<file path="src/mfcd_pkg.sv">
// Package: shared types, constants and codes of the marker framed command deframer.
`default_nettype none

package mfcd_pkg;

    // Default frame geometry
    localparam int LONG_FRAME_BYTES_DEF  = 20;
    localparam int SHORT_FRAME_BYTES_DEF = 12;
    localparam int MARKER_RUN_DEF        = 5;

    // Bytes of one command kept for the result: id plus four 16-bit values
    localparam int CMD_BYTES = 9;

    // Configuration port
    localparam int CFG_INDEX_W = 3;

    typedef logic [7:0] byte_t;
    typedef byte_t [CMD_BYTES-1:0] cmd_bytes_t;

    typedef enum logic [CFG_INDEX_W-1:0] {
        CFG_HEADER_BYTE   = 3'd0,
        CFG_TRAILER_BYTE  = 3'd1,
        CFG_TELEMETRY_ID  = 3'd2,
        CFG_SET_PWM_ID    = 3'd3,
        CFG_READ_ANGLE_ID = 3'd4
    } cfg_index_t;

    localparam byte_t HEADER_BYTE_RST   = 8'd200;
    localparam byte_t TRAILER_BYTE_RST  = 8'd201;
    localparam byte_t TELEMETRY_ID_RST  = 8'd110;
    localparam byte_t SET_PWM_ID_RST    = 8'd100;
    localparam byte_t READ_ANGLE_ID_RST = 8'd101;

    typedef struct packed {
        byte_t header_byte;
        byte_t trailer_byte;
        byte_t telemetry_id;
        byte_t set_pwm_id;
        byte_t read_angle_id;
    } cfg_t;

    typedef enum logic [1:0] {
        KIND_ACK        = 2'd0,
        KIND_TELEMETRY  = 2'd1,
        KIND_SET_PWM    = 2'd2,
        KIND_READ_ANGLE = 2'd3
    } cmd_kind_t;

    // Frame end info handed from the scan stage to the check stage
    typedef struct packed {
        logic  valid;     // a frame end is waiting for its checksum byte
        logic  hdr_ok;    // header run matched
        logic  sum_full;  // checksum byte sits past the header run
        byte_t sum_lhs;   // running sum minus the trailer run
    } frame_end_t;

endpackage

`default_nettype wire

</file>
<file path="src/mfcd_mem.sv">
// Frame store: byte memory with one write port and one registered read port.
`default_nettype none

module mfcd_mem
    import mfcd_pkg::*;
#(
    parameter int DEPTH = LONG_FRAME_BYTES_DEF,
    parameter int AW    = $clog2(LONG_FRAME_BYTES_DEF)
)
(
    input  wire logic          clk,
    input  wire logic          we,
    input  wire logic [AW-1:0] waddr,
    input  wire byte_t         wdata,
    input  wire logic          re,
    input  wire logic [AW-1:0] raddr,
    output byte_t              rdata
);

    byte_t mem [DEPTH];

    // Write port
    always_ff @(posedge clk)
    begin
        if (we)
        begin
            mem[waddr] <= wdata;
        end
    end

    // Read port, data holds while no read is issued
    always_ff @(posedge clk)
    begin
        if (re)
        begin
            rdata <= mem[raddr];
        end
    end

endmodule

`default_nettype wire

</file>
<file path="src/mfcd_scan.sv">
// Scan stage: write position, marker runs, running sum and command byte copies.
`default_nettype none

module mfcd_scan
    import mfcd_pkg::*;
#(
    parameter int LONG_FRAME_BYTES  = LONG_FRAME_BYTES_DEF,
    parameter int SHORT_FRAME_BYTES = SHORT_FRAME_BYTES_DEF,
    parameter int MARKER_RUN        = MARKER_RUN_DEF,
    parameter int PW                = $clog2(LONG_FRAME_BYTES_DEF)
)
(
    input  wire logic          clk,
    input  wire logic          rst_n,
    input  wire cfg_t          cfg,
    input  wire logic          in_fire,
    input  wire byte_t         rx_byte,
    input  wire logic          hold,
    output logic [PW-1:0]      wr_addr,
    output logic               rd_en,
    output logic [PW-1:0]      rd_addr,
    output frame_end_t         frame_end,
    output cmd_bytes_t         cmd_bytes
);

    localparam int RW = $clog2(MARKER_RUN + 1);
    localparam logic [PW-1:0] LONG_END  = PW'(LONG_FRAME_BYTES - 1);
    localparam logic [PW-1:0] SHORT_END = PW'(SHORT_FRAME_BYTES - 1);
    localparam logic [RW-1:0] RUN_MAX   = RW'(MARKER_RUN);
    localparam byte_t         RUN_MUL   = 8'(MARKER_RUN);

    logic [PW-1:0] pos_reg, pos_next;
    logic [RW-1:0] run_reg, run_next;
    byte_t         prev_reg;
    byte_t         sum_reg, sum_next;
    byte_t         hdr_first_reg, hdr_first_next;
    logic          hdr_same_reg, hdr_same_next;
    cmd_bytes_t    cmd_reg, cmd_next;
    frame_end_t    end_reg, end_next;

    logic          at_end_index;
    logic          past_header;
    logic          frame_done;
    byte_t         sum_cur;

    // Per-byte tracking of the current pass
    always_comb
    begin
        past_header  = int'(pos_reg) >= MARKER_RUN;
        at_end_index = (pos_reg == LONG_END) ||
                       ((SHORT_FRAME_BYTES <= LONG_FRAME_BYTES) && (pos_reg == SHORT_END));

        // equal-byte run ending here, saturated at the marker length
        if (pos_reg == '0)
        begin
            run_next = RW'(1);
        end
        else if (rx_byte == prev_reg)
        begin
            run_next = (run_reg == RUN_MAX) ? RUN_MAX : run_reg + RW'(1);
        end
        else
        begin
            run_next = RW'(1);
        end

        frame_done = at_end_index && (run_next == RUN_MAX) && (rx_byte == cfg.trailer_byte);

        // sum of bytes from the end of the header run up to here
        sum_cur = past_header ? sum_reg + rx_byte : sum_reg;

        // header run: first byte and whether the run repeats it
        hdr_first_next = hdr_first_reg;
        hdr_same_next  = hdr_same_reg;
        if (pos_reg == '0)
        begin
            hdr_first_next = rx_byte;
            hdr_same_next  = 1'b1;
        end
        else if (!past_header)
        begin
            hdr_same_next = hdr_same_reg && (rx_byte == hdr_first_reg);
        end

        // copies of the id and PWM bytes
        cmd_next = cmd_reg;
        for (int j = 0; j < CMD_BYTES; j++)
        begin
            if (int'(pos_reg) == MARKER_RUN + j)
            begin
                cmd_next[j] = rx_byte;
            end
        end

        if (frame_done || (pos_reg == LONG_END))
        begin
            pos_next = '0;
            sum_next = '0;
        end
        else
        begin
            pos_next = pos_reg + PW'(1);
            sum_next = sum_cur;
        end

        // frame end info for the check stage
        end_next.valid    = frame_done;
        end_next.hdr_ok   = past_header && hdr_same_reg && (hdr_first_reg == cfg.header_byte);
        end_next.sum_full = int'(pos_reg) >= 2 * MARKER_RUN;
        end_next.sum_lhs  = sum_cur - RUN_MUL * rx_byte;
    end

    // State registers
    always_ff @(posedge clk or negedge rst_n)
    begin
        if (!rst_n)
        begin
            pos_reg       <= '0;
            run_reg       <= '0;
            prev_reg      <= '0;
            sum_reg       <= '0;
            hdr_first_reg <= '0;
            hdr_same_reg  <= 1'b0;
            cmd_reg       <= '0;
            end_reg       <= '0;
        end
        else if (in_fire)
        begin
            pos_reg       <= pos_next;
            run_reg       <= run_next;
            prev_reg      <= rx_byte;
            sum_reg       <= sum_next;
            hdr_first_reg <= hdr_first_next;
            hdr_same_reg  <= hdr_same_next;
            cmd_reg       <= cmd_next;
            end_reg       <= end_next;
        end
        else if (!hold)
        begin
            end_reg.valid <= 1'b0;
        end
    end

    // Store write at the position, checksum byte read from the marker length back
    assign wr_addr   = pos_reg;
    assign rd_en     = in_fire && past_header;
    assign rd_addr   = pos_reg - PW'(MARKER_RUN);
    assign frame_end = end_reg;
    assign cmd_bytes = cmd_reg;

endmodule

`default_nettype wire

</file>
<file path="src/mfcd_out.sv">
// Check stage: checksum compare, command decode and result register.
`default_nettype none

module mfcd_out
    import mfcd_pkg::*;
(
    input  wire logic       clk,
    input  wire logic       rst_n,
    input  wire cfg_t       cfg,
    input  wire frame_end_t frame_end,
    input  wire byte_t      ck_byte,
    input  wire cmd_bytes_t cmd_bytes,
    output logic            hold,
    output logic            out_valid,
    input  wire logic       out_ready,
    output logic [1:0]      command_kind,
    output logic [15:0]     pwm_a,
    output logic [15:0]     pwm_b,
    output logic [15:0]     pwm_c,
    output logic [15:0]     pwm_d
);

    logic       out_valid_reg;
    cmd_kind_t  kind_reg, kind_next;
    logic [15:0] pwm_a_reg, pwm_b_reg, pwm_c_reg, pwm_d_reg;
    logic [15:0] pwm_a_next, pwm_b_next, pwm_c_next, pwm_d_next;
    logic       ck_ok;
    logic       result;
    byte_t      id;

    // Checksum and command decode
    always_comb
    begin
        id     = cmd_bytes[0];
        ck_ok  = frame_end.sum_full ? (frame_end.sum_lhs == ck_byte + ck_byte)
                                    : (ck_byte == 8'd0);
        result = frame_end.valid && frame_end.hdr_ok && ck_ok;

        pwm_a_next = '0;
        pwm_b_next = '0;
        pwm_c_next = '0;
        pwm_d_next = '0;
        if (id == cfg.telemetry_id)
        begin
            kind_next = KIND_TELEMETRY;
        end
        else if (id == cfg.set_pwm_id)
        begin
            kind_next  = KIND_SET_PWM;
            pwm_a_next = {cmd_bytes[1], cmd_bytes[2]};
            pwm_b_next = {cmd_bytes[3], cmd_bytes[4]};
            pwm_c_next = {cmd_bytes[5], cmd_bytes[6]};
            pwm_d_next = {cmd_bytes[7], cmd_bytes[8]};
        end
        else if (id == cfg.read_angle_id)
        begin
            kind_next = KIND_READ_ANGLE;
        end
        else
        begin
            kind_next = KIND_ACK;
        end
    end

    assign hold = out_valid_reg && !out_ready;

    // Result register
    always_ff @(posedge clk or negedge rst_n)
    begin
        if (!rst_n)
        begin
            out_valid_reg <= 1'b0;
        end
        else if (!hold)
        begin
            out_valid_reg <= result;
        end
    end

    always_ff @(posedge clk)
    begin
        if (!hold && result)
        begin
            kind_reg  <= kind_next;
            pwm_a_reg <= pwm_a_next;
            pwm_b_reg <= pwm_b_next;
            pwm_c_reg <= pwm_c_next;
            pwm_d_reg <= pwm_d_next;
        end
    end

    assign out_valid    = out_valid_reg;
    assign command_kind = kind_reg;
    assign pwm_a        = pwm_a_reg;
    assign pwm_b        = pwm_b_reg;
    assign pwm_c        = pwm_c_reg;
    assign pwm_d        = pwm_d_reg;

endmodule

`default_nettype wire

</file>
<file path="src/marker_framed_command_deframer.sv">
// Top level of the marker framed command deframer.
// Takes one received byte per cycle while the input is not stalled. Each byte is written
// into the frame store at the current position; when a byte at the short or long frame
// end index closes a run of trailer bytes, the checksum byte is read back from the store
// into the registered read port along with the registered frame end info, and a decoded
// command is then registered into the result register once that register is free.
// Input stalls only when a frame end is waiting for its check while the result register
// still holds an item that has not been taken. The store needs no clearing pass: the
// checksum byte is always written earlier in the same frame, and the id and PWM bytes are
// kept in reset-cleared copies.
`default_nettype none

module marker_framed_command_deframer
    import mfcd_pkg::*;
#(
    parameter int LONG_FRAME_BYTES  = LONG_FRAME_BYTES_DEF,
    parameter int SHORT_FRAME_BYTES = SHORT_FRAME_BYTES_DEF,
    parameter int MARKER_RUN        = MARKER_RUN_DEF
)
(
    input  wire logic                   clk,
    input  wire logic                   rst_n,
    input  wire logic                   cfg_we,
    input  wire logic [CFG_INDEX_W-1:0] cfg_index,
    input  wire logic [7:0]             cfg_data,
    input  wire logic                   in_valid,
    output logic                        in_ready,
    input  wire logic [7:0]             rx_byte,
    output logic                        out_valid,
    input  wire logic                   out_ready,
    output logic [1:0]                  command_kind,
    output logic [15:0]                 pwm_a,
    output logic [15:0]                 pwm_b,
    output logic [15:0]                 pwm_c,
    output logic [15:0]                 pwm_d
);

    localparam int PW = $clog2(LONG_FRAME_BYTES);

    cfg_t          cfg_reg;
    logic          in_fire;
    logic          hold;
    logic [PW-1:0] wr_addr;
    logic          rd_en;
    logic [PW-1:0] rd_addr;
    byte_t         ck_byte;
    frame_end_t    frame_end;
    cmd_bytes_t    cmd_bytes;

    // Configuration registers
    always_ff @(posedge clk or negedge rst_n)
    begin
        if (!rst_n)
        begin
            cfg_reg.header_byte   <= HEADER_BYTE_RST;
            cfg_reg.trailer_byte  <= TRAILER_BYTE_RST;
            cfg_reg.telemetry_id  <= TELEMETRY_ID_RST;
            cfg_reg.set_pwm_id    <= SET_PWM_ID_RST;
            cfg_reg.read_angle_id <= READ_ANGLE_ID_RST;
        end
        else if (cfg_we)
        begin
            unique case (cfg_index)
                CFG_HEADER_BYTE:   cfg_reg.header_byte   <= cfg_data;
                CFG_TRAILER_BYTE:  cfg_reg.trailer_byte  <= cfg_data;
                CFG_TELEMETRY_ID:  cfg_reg.telemetry_id  <= cfg_data;
                CFG_SET_PWM_ID:    cfg_reg.set_pwm_id    <= cfg_data;
                CFG_READ_ANGLE_ID: cfg_reg.read_angle_id <= cfg_data;
                default:           ;
            endcase
        end
    end

    // Input handshake: block only when a pending frame end cannot move on
    assign in_ready = !(frame_end.valid && hold);
    assign in_fire  = in_valid && in_ready;

    mfcd_scan #(
        .LONG_FRAME_BYTES  (LONG_FRAME_BYTES),
        .SHORT_FRAME_BYTES (SHORT_FRAME_BYTES),
        .MARKER_RUN        (MARKER_RUN),
        .PW                (PW)
    ) u_scan (
        .clk       (clk),
        .rst_n     (rst_n),
        .cfg       (cfg_reg),
        .in_fire   (in_fire),
        .rx_byte   (rx_byte),
        .hold      (hold),
        .wr_addr   (wr_addr),
        .rd_en     (rd_en),
        .rd_addr   (rd_addr),
        .frame_end (frame_end),
        .cmd_bytes (cmd_bytes)
    );

    mfcd_mem #(
        .DEPTH (LONG_FRAME_BYTES),
        .AW    (PW)
    ) u_mem (
        .clk   (clk),
        .we    (in_fire),
        .waddr (wr_addr),
        .wdata (rx_byte),
        .re    (rd_en),
        .raddr (rd_addr),
        .rdata (ck_byte)
    );

    mfcd_out u_out (
        .clk          (clk),
        .rst_n        (rst_n),
        .cfg          (cfg_reg),
        .frame_end    (frame_end),
        .ck_byte      (ck_byte),
        .cmd_bytes    (cmd_bytes),
        .hold         (hold),
        .out_valid    (out_valid),
        .out_ready    (out_ready),
        .command_kind (command_kind),
        .pwm_a        (pwm_a),
        .pwm_b        (pwm_b),
        .pwm_c        (pwm_c),
        .pwm_d        (pwm_d)
    );

endmodule

`default_nettype wire

</file>
<file path="config.mk">
export PLATFORM = sky130hd
export DESIGN_NAME = marker_framed_command_deframer
export DESIGN_NICKNAME = d
export VERILOG_FILES = /design/src/mfcd_pkg.sv /design/src/mfcd_mem.sv /design/src/mfcd_scan.sv /design/src/mfcd_out.sv /design/src/marker_framed_command_deframer.sv
export SDC_FILE = /design/constraint.sdc
export NUM_CORES = 1
export LEC_CHECK = 0
export BUFFER_PORTS_ARGS = -buffer_cell sky130_fd_sc_hd__buf_4
export CAP_MARGIN = 20
export CORE_UTILIZATION = 60
export DETAILED_ROUTE_END_ITERATION = 10
export HOLD_SLACK_MARGIN = 0.03
export PLACE_DENSITY = 0.87
export SYNTH_ARGS = -nofsm -noshare
export SYNTH_HDL_FRONTEND = slang
export SYNTH_HIERARCHICAL = 1
export SYNTH_SLANG_ARGS = --single-unit
</file>
<file path="constraint.sdc">
create_clock -name clk -period 8.02 [get_ports clk]
set_input_delay 0.802 -clock clk [delete_from_list [all_inputs] [get_ports clk]]
set_output_delay 0.802 -clock clk [all_outputs]
set_load 0.005 [all_outputs]
</file>
# --- Word-level counts from Yosys, hierarchy flattened ---
# Memory sizes are Yosys's and may differ from the RTL's. A register that Yosys moved wholly into a read port is not among the register bits.
# Cells that the tools add are included.
op_classes:
  eq_ne: 27
  bitwise_logic: 1
  order_cmp: 2
  n_reduce_logical: 37
  n_mul: 1
  mux: 15
  n_addsub: 6
op_table:
  columns: ["cell", "n"]
  rows:
  - ["8-bit equality test", 8]
  - ["5-bit equality test (second input constant)", 7]
  - ["2-bit AND reduction", 16]
  - ["5-bit by 4-bit equality test with 1-bit output (second input constant)", 4]
  - ["8-bit adder", 2]
  - ["8-bit 2-to-1 mux", 2]
  - ["1-bit logical AND", 12]
  - ["3-bit equality test (second input constant)", 3]
  - ["3-bit 2-to-1 mux", 3]
  - ["8-bit logical NOT", 1]
  - ["3-bit by 8-bit multiplier with 8-bit output (first input constant)", 1]
  - ["8-bit subtractor", 1]
  - ["1-bit 2-to-1 mux", 7]
  - ["3-bit by 2-bit equality test with 1-bit output (second input constant)", 2]
  - ["5-bit by 1-bit adder with 5-bit output (second input constant)", 1]
  - ["5-bit by 3-bit >= comparator with 1-bit output (second input constant)", 1]
  - ["5-bit by 4-bit >= comparator with 1-bit output (second input constant)", 1]
  - ["5-bit logical NOT", 1]
  - ["5-bit 2-to-1 mux", 1]
  - ["5-bit by 3-bit subtractor with 5-bit output (second input constant)", 1]
  - ["2-bit 2-to-1 mux", 2]
  - ["3-bit by 1-bit adder with 3-bit output (second input constant)", 1]
  - ["3-bit by 1-bit equality test with 1-bit output (second input constant)", 1]
  - ["1-bit logical NOT", 3]
  - ["6 further kinds", 7]
word_totals:
  n_memories: 1
  ff_bits: 223
  output_inout_bits: 68
  inputBits: 24
  mem_bits_rw: 160
  wordCells: 120
memory_table:
  columns: ["memory", "words", "width", "rd", "rd_ports_with_merged_regs", "write_ports", "line_no", "rtl"]
  rows:
  - ["u_mem.mem", 20, 8, 1, 1, 1, "mfcd_mem.sv:20", "byte_t mem [DEPTH];"]

# --- Logic depth before layout (Yosys ltp) ---
logic_depth:
  word_depth: 9
  depth_mapped: 16
  ltp_nobuf: 15

# --- Modules after synthesis ---
# Netlist, hierarchy kept.
modules_own_cells:
  columns: ["mod", "seq_area_each_um2", "n_inst", "area_per_inst_um2", "cells_each"]
  rows:
  - ["mfcd_mem", 5044.8, 1, 6562.5, 308]
  - ["mfcd_scan", 2902.8, 1, 6042.0, 494]
  - ["mfcd_out", 2006.9, 1, 2914.0, 192]
  - ["marker_framed_command_deframer", 1024.7, 1, 1565.3, 90]

# --- Least setup slack after synthesis ---
# Ideal clock, no wire load.
synth_timing:
  kind: "reg-to-reg"
  start: "reg u_mem.rdata[5], read port of u_mem.mem"
  end: "reg u_out.kind_reg[0] (netlist: u_out/command_kind[0]) (enable)"
  path_stages_with_launch: 5
  n_path_buf: 0
  required_ps: 7449
  setup_ps: 571
  synth_period_minus_slack_ps: 6203
  arrival_ps: 5631
  setup_slack_ps: 1817
  path_cell_list: "edfxtp_1 or4_1 o21ai_0 nand3_1 nor3_1"
synth_between:
  elab_chain_cells: 5
  elab_cells_between_ends: 6
  classes_between: "add/sub (1); eq/ne (1); mux (1); reduce/logical (3)"
synth_rtl:
  columns: ["element", "line_no", "rtl"]
  rows:
  - ["start, declared", "mfcd_mem.sv:17", "output byte_t rdata"]
  - ["8-bit adder", "mfcd_out.sv:35", "ck_ok = frame_end.sum_full ? (frame_end.sum_lhs == ck_byte + ck_byte)"]
  - ["8-bit equality test", "mfcd_out.sv:35", null]
  - ["1-bit 2-to-1 mux *", "mfcd_out.sv:35", null]
  - ["1-bit logical AND *", "mfcd_out.sv:37", "result = frame_end.valid && frame_end.hdr_ok && ck_ok;"]
  - ["1-bit logical AND *", "mfcd_out.sv:82", "if (!hold && result)"]
  - ["end signal, assigned", "mfcd_out.sv:84", "kind_reg <= kind_next;"]
  - ["end, declared", "mfcd_out.sv:24", "cmd_kind_t kind_reg, kind_next;"]
# Mark *: on every way between the ends. The rest lies on a longest branch, timed or not.
# A chain may end at the register's enable or synchronous reset.

# --- Worst setup path after layout ---
layout_timing:
  start: "in rx_byte[0]"
  end: "reg u_scan.end_reg (netlist bit u_scan/frame_end[7])"
layout_between:
  elab_chain_cells: 3
  elab_cells_between_ends: 4
  classes_between: "add/sub (2); mul (1); mux (1)"
layout_rtl:
  columns: ["element", "line_no", "rtl"]
  rows:
  - ["start, declared", "marker_framed_command_deframer.sv:28", "input wire logic [7:0] rx_byte,"]
  - ["parallel branches: the longest is 2 deep, another holds 3-bit by 8-bit multiplier with 8-bit output", null, null]
  - ["8-bit subtractor *", "mfcd_scan.sv:110", "end_next.sum_lhs = sum_cur - RUN_MUL * rx_byte;"]
  - ["end signal, assigned", "mfcd_scan.sv:136", "end_reg <= end_next;"]
  - ["end, declared", "mfcd_scan.sv:39", "frame_end_t end_reg, end_next;"]
# Every way passes the cells marked *.

==> impl_metrics.env <==
export IMPL_synth_area_sq_um=17100
export IMPL_worstPathRequired_ns=8.44
export IMPL_cts_sinks=391
export IMPL_hold_buffers=0
export IMPL_largest_reg_flops=160
export IMPL_drc_errors=0
export IMPL_synth_edf_count=234
export IMPL_routed_wl_microns=36800
export IMPL_ir_worst_vdd_uv=219
export IMPL_area_delta_synth_final_pct=13.5
export IMPL_yosysTopAreaCell="edfxtp_1"
export IMPL_drt_iter0_markers=770
export IMPL_status="complete, no violations"
export IMPL_ys_ff_latch=391
export IMPL_avgSynthCellArea_sq_um=15.8
export IMPL_syn_inst=1084
export IMPL_synthTopCellsByArea="edfxtp_1 41%, dfrtp_1 20%, mux2_2 8.8%"
export IMPL_synth_most_common_cell="edfxtp_1"
export IMPL_cts_max_level=2
export IMPL_path_clk_slew_ns=0.06
export IMPL_n_antenna_cell=0
export IMPL_cp_startpoint="rx_byte[0]"
export IMPL_hold_viol_final=0
export IMPL_start_util=0.612
export IMPL_cts_setup_buffers=0
export IMPL_ctsResizeCount=0
export IMPL_synth_fp_nets=1138
export IMPL_grt_overflow=0
export IMPL_place_congestion=0.848
export IMPL_die_area_sq_um=29200
export IMPL_die_y_microns=171
export IMPL_final_util=0.694
export IMPL_layout_drive_gt1_share=0.343
export IMPL_rr_startpoint="u_scan/wr_addr[1]"
export IMPL_wl_per_cell_microns=23.2
export IMPL_clock_latency_ns=0.53
export IMPL_grt_pass1_vias=9887
export IMPL_clockBufferDepth=3
export IMPL_grt_pass1_wl_microns=56900
export IMPL_worstMarginPinSlew_ns=1.03
export IMPL_nets=1234
export IMPL_fin_skew_ns=0.0169
export IMPL_ys_top_cells_by_count="234 x edfxtp_1, 138 x dfrtp_1, 133 x mux2_2"
export IMPL_num_rows=61
export IMPL_fin_crit_ns=4.02
export IMPL_ys_flop_type="edfxtp_1"
export IMPL_routed_via_density=6.09
export IMPL_gr_usage_all_layers=0.261
export IMPL_drt_pass1_iterations=5
export IMPL_ys_seq_area_frac=0.643
export IMPL_cts_root_buf="clkbuf_16"
export IMPL_ys_types=81
export IMPL_period_share=0.501
export IMPL_io_pins=92
export IMPL_grt_antenna_before_repair=0
export IMPL_placement_io_buffers=91
export IMPL_pwr_density_cell_nw_per_um2=347
export IMPL_fillers=1782
export IMPL_setup_viol=0
export IMPL_whs_ns=0.295
export IMPL_p_leak_nw=7.40
export IMPL_ys_async_sr_fraction=0.402
export IMPL_cts_tree="built"
export IMPL_yosysWarnings=6
export IMPL_routed_via_count=9671
export IMPL_worstPathArrival_ns=4.43
export IMPL_final_antenna_net_count=0
export IMPL_dp_hpwl_microns=21100
export IMPL_core_area_sq_um=27900
export IMPL_synth_top_area_frac=0.411
export IMPL_final_seq_area_sq_um=11000
export IMPL_rsz0062_at_grt="no"
export IMPL_relSlewSlack=0.308
export IMPL_start_kind="input port"
export IMPL_hold_path_class="input port to async pin"
export IMPL_crit_fanout=39
export IMPL_critPathCaptureType="register"
export IMPL_die_w_microns=171
export IMPL_grt_max_degree=83
export IMPL_slew_violations=0
export IMPL_final_setup_tns_ns=0
export IMPL_numCtsBuffers=40
export IMPL_multi_input_area_sq_um=5770
export IMPL_cap_violations=0
export IMPL_path_class="input port to register"
export IMPL_fmax_mhz=249
-- cells in the final DEF (no fill, tap or decap), types with 5 or more instances in the layout --
| cell | Yosys | layout |
|---|---|---|
| a21o_1 | 8 | 8 |
| a21oi_1 | 15 | 15 |
| a221oi_1 | 7 | 7 |
| a22o_1 | 5 | 5 |
| and2_1 | 19 | 19 |
| and2_2 | 48 | 48 |
| buf_4 | 3 | 98 |
| clkbuf_1 | 11 | 6 |
| clkbuf_16 | 0 | 41 |
| clkinv_1 | 0 | 5 |
| clkinv_2 | 0 | 8 |
| dfrtp_1 | 138 | 138 |
| dfstp_2 | 19 | 19 |
| edfxtp_1 | 234 | 234 |
| fa_1 | 6 | 6 |
| ha_1 | 24 | 24 |
| inv_1 | 21 | 20 |
| mux2_2 | 133 | 133 |
| mux2i_1 | 26 | 26 |
| mux4_1 | 11 | 11 |
| mux4_2 | 21 | 21 |
| nand2_1 | 37 | 37 |
| nand2b_1 | 5 | 5 |
| nand3_1 | 5 | 5 |
| nand4_1 | 8 | 8 |
| nor2_1 | 36 | 36 |
| nor2_2 | 6 | 6 |
| nor2b_1 | 5 | 5 |
| nor3_1 | 8 | 7 |
| nor4_1 | 9 | 9 |
| o211ai_1 | 7 | 7 |
| o21ai_0 | 24 | 24 |
| o21ai_1 | 5 | 5 |
| xnor2_1 | 36 | 36 |
| xor2_1 | 46 | 45 |
-- power by group --
part	switching (mW)	total, mW	leakage [nW]	internal [mW]
registers	0.289	2.83	3.97	2.54
clock network	0.762	1.86	0.644	1.10
logic	1.10	2.05	2.78	0.942
-- path summary, 6_finish.rpt --
check	to	slack (ns)	cells past startpoint
setup / recovery	u_scan/frame_end[7]	4.00	15
hold / removal	u_scan/cmd_bytes[54]	0.30	1
setup reg to reg	u_scan/frame_end[7]	4.02	12
hold reg to reg	u_scan/frame_end[9]	0.50	2
max in group asynchronous	cfg_reg[35]	6.62	3
min in group clk	u_scan/frame_end[9]	0.50	2
-- layer usage --
metal	track usage	vias to the layer above	wire length, microns
met4	0.0846	0	1130
met1	0.354	4946	14800
met5	0	-	0
met3	0.0335	86	2160
li1	-	4232	-
met2	0.441	407	18700
-- final cells by class --
type,instances,area share
Clock buffer,50,0.0562
Clock inverter,21,0.0115
Inverter,22,0.00426
Multi-Input combinational cell,625,0.297
Sequential cell,391,0.566
Tap cell,378,0.0244
Timing Repair Buffer,100,0.0399
-- kinds of logic after synthesis --
family,Yosys count,synth area share
flops,391,0.643
simple gates,216,0.0758
mux,194,0.150
compound gates,103,0.0431
xor+xnor,82,0.0420
buf+inv,68,0.0217
fa+ha+maj,30,0.0246
-- stage by stage --
step                      cell area [sq um]  instances  total power [mW]  setup WS (ns)
after floorplan                       17100       1084              4.32           1.82
after global placement                18000       1515              4.71           3.74
after detailed placement              18000       1515              4.81           3.62
after CTS                             19400       1586              6.71           4.12
after global routing                  19400       1587              7.02           3.77
final                                 19400       1587              6.74           4.00
-- worst max-delay path: stages --
cell      delay (ns)
buf_4           0.26
ha_1            0.31
fa_1            0.40
a21o_1          0.17
a21oi_1         0.22
xnor2_1         0.10
a21oi_1         0.28
fa_1            0.46
ha_1            0.36
a21o_2          0.23
a21oi_1         0.18
o31ai_1         0.15
a211oi_1        0.26
o21ai_0         0.13
o311ai_1        0.10
No activity file was read; power rests on OpenSTA's default activity.
